File: src/hw/rtl/assert_macros.svh
// Assertion macros shared by the RTL modules.
`ifndef ASSERT_MACROS_SVH
`define ASSERT_MACROS_SVH
`ifndef NO_ASSERTIONS
`define ASSERT_IMPLIES(lbl, ant, cons, msg) \
  lbl: assert property (@(posedge clk) disable iff (!rst_n) (ant) |-> (cons)) else $error(msg);
`define ASSERT_NEXT(lbl, ant, cons, msg) \
  lbl: assert property (@(posedge clk) disable iff (!rst_n) (ant) |=> (cons)) else $error(msg);
`else
`define ASSERT_IMPLIES(lbl, ant, cons, msg)
`define ASSERT_NEXT(lbl, ant, cons, msg)
`endif
`endif

File: src/hw/rtl/wvps_pkg.sv
// Shared types and constants for the windowed VWAP pivot score block.
package wvps_pkg;
  localparam int WIN_MAX    = 256;
  localparam int ADDR_W     = $clog2(WIN_MAX);
  localparam int CNT_W      = ADDR_W + 1;
  localparam int PRICE_W    = 32;
  localparam int VOL_W      = 24;
  localparam int FRAC_BITS  = 16;
  localparam int SCORE_W    = 16;
  localparam int DIV_N_W    = 64;
  localparam int DIV_D_W    = PRICE_W + 2;
  localparam int DIV_CNT_W  = $clog2(DIV_N_W) + 1;
  localparam logic [SCORE_W-1:0] SCORE_MAX  = 16'd40960;
  localparam logic [CNT_W-1:0]   WIN_RESET  = 9'd96;

  // divide by 3: x * (2^35+1)/3 >> 35, multiplier split in two 17-bit halves
  localparam int D3_X_W = PRICE_W + 2;
  localparam int D3_M_W = 17;
  localparam int D3_P_W = D3_X_W + D3_M_W;
  localparam logic [D3_M_W-1:0] D3_M_LO = 17'h0AAAB;
  localparam logic [D3_M_W-1:0] D3_M_HI = 17'h15555;

  typedef struct packed {
    logic [DIV_N_W-1:0] dividend;
    logic [DIV_D_W-1:0] divisor;
  } div_req_t;

  typedef struct packed {
    logic [PRICE_W-1:0] high;
    logic [PRICE_W-1:0] low;
    logic [PRICE_W-1:0] typical;
    logic [VOL_W-1:0]   volume;
  } bar_entry_t;
endpackage

File: src/hw/rtl/wvps_div.sv
// Restoring divider, one quotient bit per cycle.
module wvps_div (
  input  logic                       clk,
  input  logic                       rst_n,
  input  logic                       start,
  input  wvps_pkg::div_req_t         req,
  output logic                       done,
  output logic [wvps_pkg::DIV_N_W-1:0] quotient
);
  import wvps_pkg::*;
  `include "assert_macros.svh"

  logic [DIV_N_W-1:0]   q_r;
  logic [DIV_D_W-1:0]   d_r;
  logic [DIV_D_W-1:0]   rem_r;
  logic [DIV_CNT_W-1:0] cnt_r;
  logic                 busy_r;
  logic                 done_r;
  logic [DIV_D_W:0]     shifted;
  logic                 fits;

  assign shifted = {rem_r, q_r[DIV_N_W-1]};
  assign fits    = shifted >= {1'b0, d_r};

  always_ff @(posedge clk) begin
    if (!rst_n) begin
      busy_r <= 1'b0;
      done_r <= 1'b0;
      cnt_r  <= '0;
    end else begin
      done_r <= 1'b0;
      if (start) begin
        busy_r <= 1'b1;
        q_r    <= req.dividend;
        d_r    <= req.divisor;
        rem_r  <= '0;
        cnt_r  <= DIV_CNT_W'(DIV_N_W);
      end else if (busy_r) begin
        rem_r <= fits ? DIV_D_W'(shifted - {1'b0, d_r}) : DIV_D_W'(shifted);
        q_r   <= {q_r[DIV_N_W-2:0], fits};
        cnt_r <= cnt_r - 1'b1;
        if (cnt_r == DIV_CNT_W'(1)) begin
          busy_r <= 1'b0;
          done_r <= 1'b1;
        end
      end
    end
  end

  assign done     = done_r;
  assign quotient = q_r;

  `ASSERT_NEXT(a_done_single, done_r, !done_r, "divider done held two cycles")
  `ASSERT_IMPLIES(a_cnt_busy, busy_r, cnt_r != '0, "divider busy with zero count")
  `ASSERT_NEXT(a_start_busy, start, busy_r, "divider did not start")
endmodule

File: config.mk
export PLATFORM = sky130hd
export DESIGN_NAME = wvps_div
export DESIGN_NICKNAME = d
export VERILOG_FILES = /design/src/hw/rtl/wvps_pkg.sv /design/src/hw/rtl/wvps_div.sv
export VERILOG_INCLUDE_DIRS = /design/src /design/src/hw/rtl
export SDC_FILE = /design/constraint.sdc
export NUM_CORES = 1
export LEC_CHECK = 0
export ABC_AREA = 1
export BUFFER_PORTS_ARGS = -buffer_cell sky130_fd_sc_hd__buf_2
export CORE_MARGIN = 3
export CORE_UTILIZATION = 30
export CTS_BUF_LIST = sky130_fd_sc_hd__clkbuf_4
export DETAILED_ROUTE_END_ITERATION = 16
export PLACE_DENSITY_LB_ADDON = 0.1
export SYNTH_ARGS = -nofsm -noshare
export SYNTH_HDL_FRONTEND = slang
export SYNTH_SLANG_ARGS = --single-unit
export TNS_END_PERCENT = 5
File: constraint.sdc
create_clock -name clk -period 6.05 [get_ports clk]
set_clock_uncertainty 0.1 [all_clocks]
set_input_delay 0.605 -clock clk [delete_from_list [all_inputs] [get_ports clk]]
set_output_delay 0.605 -clock clk [all_outputs]
set_load 0.02 [all_outputs]
==> results.sh, run 1 <==
export IMPL_grt_total_usage=0.150
export IMPL_rsz0062_at_grt="false"
export IMPL_async_flop_share=0
export IMPL_drc=0
export IMPL_ys_flop_type="edfxtp_1"
export IMPL_synthMostInstantiatedCell="nand2_1"
export IMPL_dr_pass1_iters=7
export IMPL_floorplan_die_height_um=175
export IMPL_period_share=0.456
export IMPL_drive_gt1_frac=0.186
export IMPL_period_minus_slack_ns=2.76
export IMPL_clkSlewWorstSetupHoldPaths_ns=0.15
export IMPL_grt_pass1_vias=7073
export IMPL_die_w_um=175
export IMPL_drt_iter0_drc=314
export IMPL_max_cap_violations=0
export IMPL_routed_wl_um=22600
export IMPL_worst_ep_arrival_time_ns=2.98
export IMPL_synth_edf_count=132
export IMPL_fin_util=0.361
export IMPL_slowest_stage="edfxtp_1"
export IMPL_row_count=61
export IMPL_slew_headroom=0.430
export IMPL_ctsHoldBuffers=0
export IMPL_yosys_area_top_type_share=0.462
export IMPL_worstMarginPinSlew_ns=0.855
export IMPL_ant_nets=0
export IMPL_cts_buffer_depth=2
export IMPL_cpPeakStageDelay_ns=0.44
export IMPL_vdd_ir_drop_worst_mv=0.135
export IMPL_syn_inst=1098
export IMPL_cp_end_kind="flop"
export IMPL_io_pins=166
export IMPL_top_layer="met5"
export IMPL_post_cts_resized=0
export IMPL_p_leak_nw=5.13
export IMPL_grt_max_degree=79
export IMPL_pwr_density_cell_nw_per_um2=283
export IMPL_synth_nets=1236
export IMPL_overflow=0
export IMPL_wl_met3_um=1920
export IMPL_cp_cell_sequence="ha_1 -> nand2_1 -> inv_2 -> nand2_2 -> nor2_1 -> and3_1 -> nand2_2 -> nand2_2 -> nand2_4 -> nand2_8 -> inv_4 -> nor2_1 -> nor2_1"
export IMPL_ys_types=39
export IMPL_finalPower_w=0.00286
export IMPL_numClockSinks=141
export IMPL_ys_ff_latch=141
export IMPL_cts_root_buf="clkbuf_4"
export IMPL_htree_levels=4
export IMPL_cts_setup_buffers=0
export IMPL_crit_fanout=44
export IMPL_netlist_area_um2=8580
export IMPL_hold_slack_ns=0.0912
export IMPL_synth_warnings=0
export IMPL_run_status="completed"
export IMPL_hp_class="input pin to flop"
export IMPL_syn_area_per_cell_um2=7.81
export IMPL_dieArea_um2=30700
export IMPL_finalMaxSlewViolations=0
export IMPL_place_congestion=0.849
export IMPL_synth_largest_area_cell="edfxtp_1"
export IMPL_max_freq_mhz=363
export IMPL_critPathLaunchType="flop"
export IMPL_nets=1399
export IMPL_cts_buffers=17
export IMPL_synthTopCellsByArea="edfxtp_1 (46%), nand2_1 (20%), inv_1 (6.7%)"
export IMPL_crit_required_ns=6.27
export IMPL_finalSetupTns_ns=0
export IMPL_finalSetupViolations=0
export IMPL_critPathKind="flop to flop"
export IMPL_io_buffers=165
export IMPL_placed_cells=1620
export IMPL_drt_met1_wl_um=10500
export IMPL_wl_met2_um=9840
export IMPL_antenna_found_initial=7
export IMPL_synth_commonest_cells="nand2_1 (457), inv_1 (153), edfxtp_1 (132)"
export IMPL_wire_per_inst_um=13.7
export IMPL_layout_cells_non_filler=1656
export IMPL_area_growth_pct=17.8
export IMPL_cts_tree="done"
export IMPL_hold_viol=0
export IMPL_grt_first_pass_wirelength_um=36800
export IMPL_clk_latency_ns=0.58
export IMPL_core_area_um2=28000
export IMPL_dp_hpwl_um=16700
export IMPL_vias_per_cell=4.31
export IMPL_ys_seq_area_frac=0.483
export IMPL_vias=7144
export IMPL_initial_core_util=0.306
## routing by layer
| metal | global-route usage | up-vias |
|---|---|---|
| li1 | - | 3764 |
| met1 | 0.200 | 3156 |
| met2 | 0.234 | 190 |
| met3 | 0.0595 | 24 |
| met4 | 0.0303 | 10 |
| met5 | 0 | - |
## stage by stage
step | setup slack [ns] | area (µm²)
final | 3.29 | 10100
after floorplan | 2.46 | 8580
after global routing | 3.07 | 10100
after detailed placement | 3.25 | 9770
after CTS | 3.27 | 10100
after global placement | 3.24 | 9770
## final cells by class
cell class              count  area, µm²
fillers                  3036      17900
clock inverters            13        178
repair buffers            169        856
clock buffers              19        143
inverters                 158        596
well taps                 378        473
multi-input cells         774       3700
flip-flops and latches    141       4140
diodes                      4       10.0
## power by group
group / switching [W] / internal, W / total (W)
registers: 0.0000485 / 0.00120 / 0.00124
logic: 0.000594 / 0.000303 / 0.000896
clock network: 0.000414 / 0.000309 / 0.000722
## path summary, 6_finish.rpt
kind              from        end  slack [ns]  cells after the start
min            req[28]    d_r[28]        0.09                      1
max          rem_r[24]  rem_r[20]        3.29                     13
min reg2reg   cnt_r[6]   cnt_r[6]        0.38                      2
max reg2reg  rem_r[24]  rem_r[20]        3.29                     13
## cell usage in the layout (no fill, tap or decap), types with 8 or more instances in the layout
cell type and instances:
nand2_1 456, buf_2 165, inv_1 153, edfxtp_1 132
nor2_1 117, ha_1 36, nand3_1 28, o21bai_1 28
a21oi_1 27, clkbuf_4 19, xor2_1 15, nor2_2 14
dfxtp_1 9, nand2_2 8
## critical path, delay by kind of cell, from the launching register on
family	cells	cell delay, ns
AND/OR/NAND/NOR	10	1.20
adder cells (fa/ha/maj)	1	0.44
flip-flops	1	0.44
buffers and inverters	2	0.29
## registers in the layout, indices dropped and copies added (netlist names)
name and cells:
done 1, busy_r 1, rem_r 34, d_r 34
quotient 64, cnt_r 7
## kinds of logic (layout without fill, tap and decap cells)
logic type,Yosys count,after routing,share of synthesized area
AO/OA/AOI/OAI,64,64,0.0476
XOR/XNOR,17,17,0.0174
adder cells (fa/ha/maj),37,37,0.0549
buffers and inverters,183,359,0.0862
flip-flops,141,141,0.483
other,0,4,0
AND/OR/NAND/NOR,656,656,0.311
No activity file was read; power rests on OpenSTA's default activity.
==> run 2: changes to the inputs <==
clock period = 2.34 ns   (was 6.05 ns; I/O delays follow)
==> results.sh, run 2 (synthesis results as in run 1) <==
export IMPL_rsz0062_at_grt="true"
export IMPL_die_w_um=175
export IMPL_grt_max_degree=52
export IMPL_switchingPower_w=0.00324
export IMPL_fin_util=0.469
export IMPL_max_freq_mhz=428
export IMPL_pwr_density_cell_nw_per_um2=658
export IMPL_grt_first_pass_wirelength_um=41900
export IMPL_area_growth_pct=53.1
export IMPL_clkSlewWorstSetupHoldPaths_ns=0.16
export IMPL_placed_cells=1751
export IMPL_crit_fanout=6
export IMPL_p_int_w=0.00540
export IMPL_pre_cts_slack_ns=-0.0943
export IMPL_place_congestion=0.848
export IMPL_largest_register_ffs=64
export IMPL_p_leak_nw=6.42
export IMPL_layout_cells_non_filler=1912
export IMPL_finalWorstSetupSlack_ns=0.00349
export IMPL_grt_pass1_vias=8338
export IMPL_ant_nets=0
export IMPL_vias=8175
export IMPL_critPathKind="flop to flop"
export IMPL_cts_buffers=17
export IMPL_cts_buffer_depth=2
export IMPL_dr_pass1_iters=4
export IMPL_grt_total_usage=0.169
export IMPL_initial_core_util=0.306
export IMPL_vdd_ir_drop_worst_mv=0.366
export IMPL_worst_ep_arrival_time_ns=2.56
export IMPL_htree_levels=4
export IMPL_nets=1658
export IMPL_slew_headroom=0.627
export IMPL_drt_iter0_drc=383
export IMPL_r2r_cells=14
export IMPL_finalSetupViolations=0
export IMPL_cts_tree="done"
export IMPL_row_count=61
export IMPL_cts_root_buf="clkbuf_4"
export IMPL_hold_viol=0
export IMPL_finalMaxSlewViolations=0
export IMPL_clk_latency_ns=0.56
export IMPL_drive_gt1_frac=0.348
export IMPL_layout_commonest_cell="nand2_1"
export IMPL_run_status="completed"
export IMPL_wire_per_inst_um=13.7
export IMPL_io_buffers=165
export IMPL_hp_class="input pin to flop"
export IMPL_floorplan_die_height_um=175
export IMPL_routed_wl_um=26200
export IMPL_cp_end_kind="flop"
export IMPL_power_share_sequential=0.377
export IMPL_critPathLaunchType="flop"
export IMPL_numClockSinks=141
export IMPL_crit_required_ns=2.57
export IMPL_p_comb_frac=0.426
export IMPL_drc=0
export IMPL_vias_per_cell=4.28
export IMPL_dieArea_um2=30700
export IMPL_io_pins=166
export IMPL_whs_path_depth=2
export IMPL_power_frac_clock=0.197
export IMPL_overflow=0
export IMPL_core_area_um2=28000
export IMPL_p_sw_frac=0.375
export IMPL_max_cap_violations=0
export IMPL_period_minus_slack_ns=2.34
export IMPL_period_share=0.999
export IMPL_antenna_found_initial=1
export IMPL_final_cell_mix="nand2_1 (405), buf_2 (165), buf_4 (148), edfxtp_1 (132), inv_1 (131)"
export IMPL_dp_hpwl_um=18800
export IMPL_worstMarginPinSlew_ns=0.559
## run 2: cell types whose count changed in the layout (fill, tap and decap cells not counted), sizes merged
cell and change:
dlygate4sd3 +104, diode -3, clkinv +2, bufinv -2, nand2 +1, clkbuf +1
inv +2, buf +151
## run 2: timing repair
| item | CTS | global route |
|---|---|---|
| endpoints found under the setup margin | 35 | 35 |
| hold buffers | 104 | 0 |
| pin swaps | 4 | 45 |
| setup buffers | 2 | 17 |
| resized for setup | 52 | 122 |
| endpoints found under the hold margin | 103 | 0 |
| cloned | 1 | 4 |
## run 2: worst max-delay path, stage by stage, from the launching register on
cell and delay (ns):
edfxtp_1 0.47, ha_4 0.33, nand2_4 0.06, inv_4 0.06, nand2_4 0.06, nor2_4 0.11, and3_4 0.19, nand2_2 0.05
nand2_2 0.10, nand2_4 0.10, nand2_8 0.16, clkbuf_16 0.16, nand2_1 0.05, nand2_1 0.06, nor2_1 0.04
## run 2: layer usage
layer,vias up,part of all wire,global-route usage
met2,177,0.48,0.295
met5,-,0,0
met3,13,0.051,0.0395
met1,3706,0.46,0.215
met4,0,0.0078,0.0326
li1,4279,-,-
## run 2: stage by stage
stage,power [W],hold WS (ns),cell area (µm²),TNS (ns)
2_1_floorplan,0.00499,0.233,8580,0
3_3_place_gp,0.00622,0.312,10800,-2.05
3_5_place_dp,0.00623,0.312,10800,-2.26
4_1_cts,0.00833,0.217,12500,-0.108
5_1_grt,0.00923,0.240,13100,-2.67
6_report,0.00864,0.274,13100,0
## run 2: path summary, 6_finish.rpt
kind / endpoint / slack (ns) / from
max reg2reg: rem_r[22] / 0.003 / rem_r[21]
min: d_r[10] / 0.27 / req[10]
min reg2reg: cnt_r[6] / 0.38 / cnt_r[6]
max: rem_r[22] / 0.003 / rem_r[21]
## run 2: final cells by class
cell class | instances | area (µm²)
Sequential cell | 141 | 4140
Clock inverter | 15 | 150
Fill cell | 2791 | 14900
Multi-Input combinational cell | 775 | 4450
Timing Repair Buffer | 427 | 3180
Antenna cell | 1 | 2.50
Inverter | 158 | 603
Clock buffer | 17 | 128
Tap cell | 378 | 473
## run 2: power by group through the flow
stage / sequential (W) / combinational (W) / clock [W]
6_report: 0.00326 / 0.00368 / 0.00170
5_1_grt: 0.00329 / 0.00409 / 0.00186
4_1_cts: 0.00325 / 0.00331 / 0.00178
3_5_place_dp: 0.00327 / 0.00296 / 0
3_3_place_gp: 0.00327 / 0.00295 / 0
2_1_floorplan: 0.00337 / 0.00162 / 0
==> run 3: changes to the inputs <==
clock period = 2.7 ns   (was 2.34 ns; I/O delays follow)
==> results.sh, run 3 (synthesis results as in run 1) <==
export IMPL_run_status="completed"
export IMPL_clk_latency_ns=0.61
export IMPL_slew_headroom=0.565
export IMPL_grt_max_degree=63
export IMPL_cts_setup_buffers=0
export IMPL_grt_total_usage=0.160
export IMPL_period_share=0.941
export IMPL_vdd_ir_drop_worst_mv=0.290
export IMPL_crit_fanout=17
export IMPL_multi_input_area_um2=3720
export IMPL_initial_core_util=0.306
export IMPL_clkSlewWorstSetupHoldPaths_ns=0.18
export IMPL_worst_ep_arrival_time_ns=2.80
export IMPL_io_pins=166
export IMPL_critPathLaunchType="flop"
export IMPL_max_cap_violations=0
export IMPL_htree_levels=4
export IMPL_grt_pass1_vias=7877
export IMPL_dr_pass1_iters=5
export IMPL_cpPeakStageDelay_ns=0.44
export IMPL_row_count=61
export IMPL_wire_per_inst_um=13.4
export IMPL_post_dp_cell_area_um2=9940
export IMPL_largest_register_ffs=64
export IMPL_critPathKind="flop to flop"
export IMPL_ant_nets=0
export IMPL_finalMaxSlewViolations=0
export IMPL_period_minus_slack_ns=2.54
export IMPL_cts_buffers=17
export IMPL_grt_first_pass_wirelength_um=39300
export IMPL_crit_required_ns=2.96
export IMPL_rsz0062_at_grt="true"
export IMPL_pwr_density_cell_nw_per_um2=573
export IMPL_worstMarginPinSlew_ns=0.652
export IMPL_cp_end_kind="flop"
export IMPL_dieArea_um2=30700
export IMPL_core_area_um2=28000
export IMPL_vias=7566
export IMPL_area_growth_pct=31.3
export IMPL_cts_buffer_depth=2
export IMPL_p_leak_nw=5.62
export IMPL_finalSetupTns_ns=0
export IMPL_die_w_um=175
export IMPL_floorplan_die_height_um=175
export IMPL_place_congestion=0.871
export IMPL_drt_iter0_drc=385
export IMPL_fin_util=0.402
export IMPL_nets=1514
export IMPL_drive_gt1_frac=0.186
export IMPL_final_cell_mix="nand2_1 (456), buf_2 (165), inv_1 (153), edfxtp_1 (132), nor2_1 (115)"
export IMPL_dp_hpwl_um=17800
export IMPL_regArea_um2=4140
export IMPL_drc=0
export IMPL_overflow=0
export IMPL_antenna_found_initial=1
export IMPL_max_freq_mhz=394
export IMPL_hold_viol=0
export IMPL_cts_tree="done"
export IMPL_vias_per_cell=4.28
export IMPL_finalInstanceArea_um2=11300
export IMPL_hp_class="input pin to flop"
export IMPL_cp_cell_sequence="ha_1 -> nand2_1 -> nor2_1 -> nand3_2 -> nand3b_2 -> nand2_2 -> nand2_2 -> nand2_4 -> nand2_8 -> buf_12 -> nand2_1 -> nand2_1 -> nor2_1"
export IMPL_finalSetupViolations=0
export IMPL_crit_top_cell="nand2_1"
export IMPL_pre_cts_slack_ns=0.193
export IMPL_numClockSinks=141
export IMPL_slowest_stage="edfxtp_1"
export IMPL_layout_commonest_cell="nand2_1"
export IMPL_finalWorstSetupSlack_ns=0.160
export IMPL_cts_root_buf="clkbuf_4"
export IMPL_nFillCells=2969
export IMPL_routed_wl_um=23600
export IMPL_io_buffers=165
run 3: repair_timing:
item                                   4_1_cts  5_1_grt
endpoints found under the hold margin      107        0
hold buffers                               100        0
gates resized for setup                      0        7
setup endpoints to repair                    0       26
run 3: report_power, final:
part	internal, W	total [W]	switching (W)
Sequential	0.00268	0.00279	0.000114
Clock	0.000430	0.00145	0.00102
Combinational	0.000838	0.00221	0.00138
Total	0.00395	0.00645	0.00251
run 3: area by class of cell:
| class | count | share of cell area |
|---|---|---|
| Timing Repair Buffer | 284 | 0.180 |
| Sequential cell | 141 | 0.368 |
| Antenna cell | 1 | 0.000222 |
| Multi-Input combinational cell | 774 | 0.330 |
| Clock buffer | 17 | 0.0113 |
| Inverter | 158 | 0.0531 |
| Clock inverter | 15 | 0.0151 |
| Tap cell | 378 | 0.0420 |
run 3: through the flow:
step | hold WS, ns | total power (W) | cells
3_5_place_dp | 0.348 | 0.00495 | 1635
6_report | 0.262 | 0.00645 | 1768
2_1_floorplan | 0.269 | 0.00433 | 1098
5_1_grt | 0.198 | 0.00695 | 1768
4_1_cts | 0.196 | 0.00655 | 1767
3_3_place_gp | 0.347 | 0.00496 | 1635
run 3: worst paths after layout:
| path | startpoint | end | slack, ns | depth (start not counted) |
|---|---|---|---|---|
| worst min register to register | cnt_r[4] | cnt_r[4] | 0.39 | 1 |
| worst max-delay path | rem_r[2] | rem_r[21] | 0.16 | 13 |
| worst max register to register | rem_r[2] | rem_r[21] | 0.16 | 13 |
| worst min-delay path | req[10] | d_r[10] | 0.26 | 2 |
run 3: worst max-delay path, delay by kind of cell, from the launching register on:
kind	cells	cell delay, ns
simple gates	11	1.17
buf+inv	1	0.16
flops	1	0.44
fa+ha+maj	1	0.41
run 3: per-layer routing:
metal,wire length (µm),GRT usage
met1,11200,0.202
met5,0,0
met4,354,0.0489
met2,10700,0.266
met3,1400,0.0445
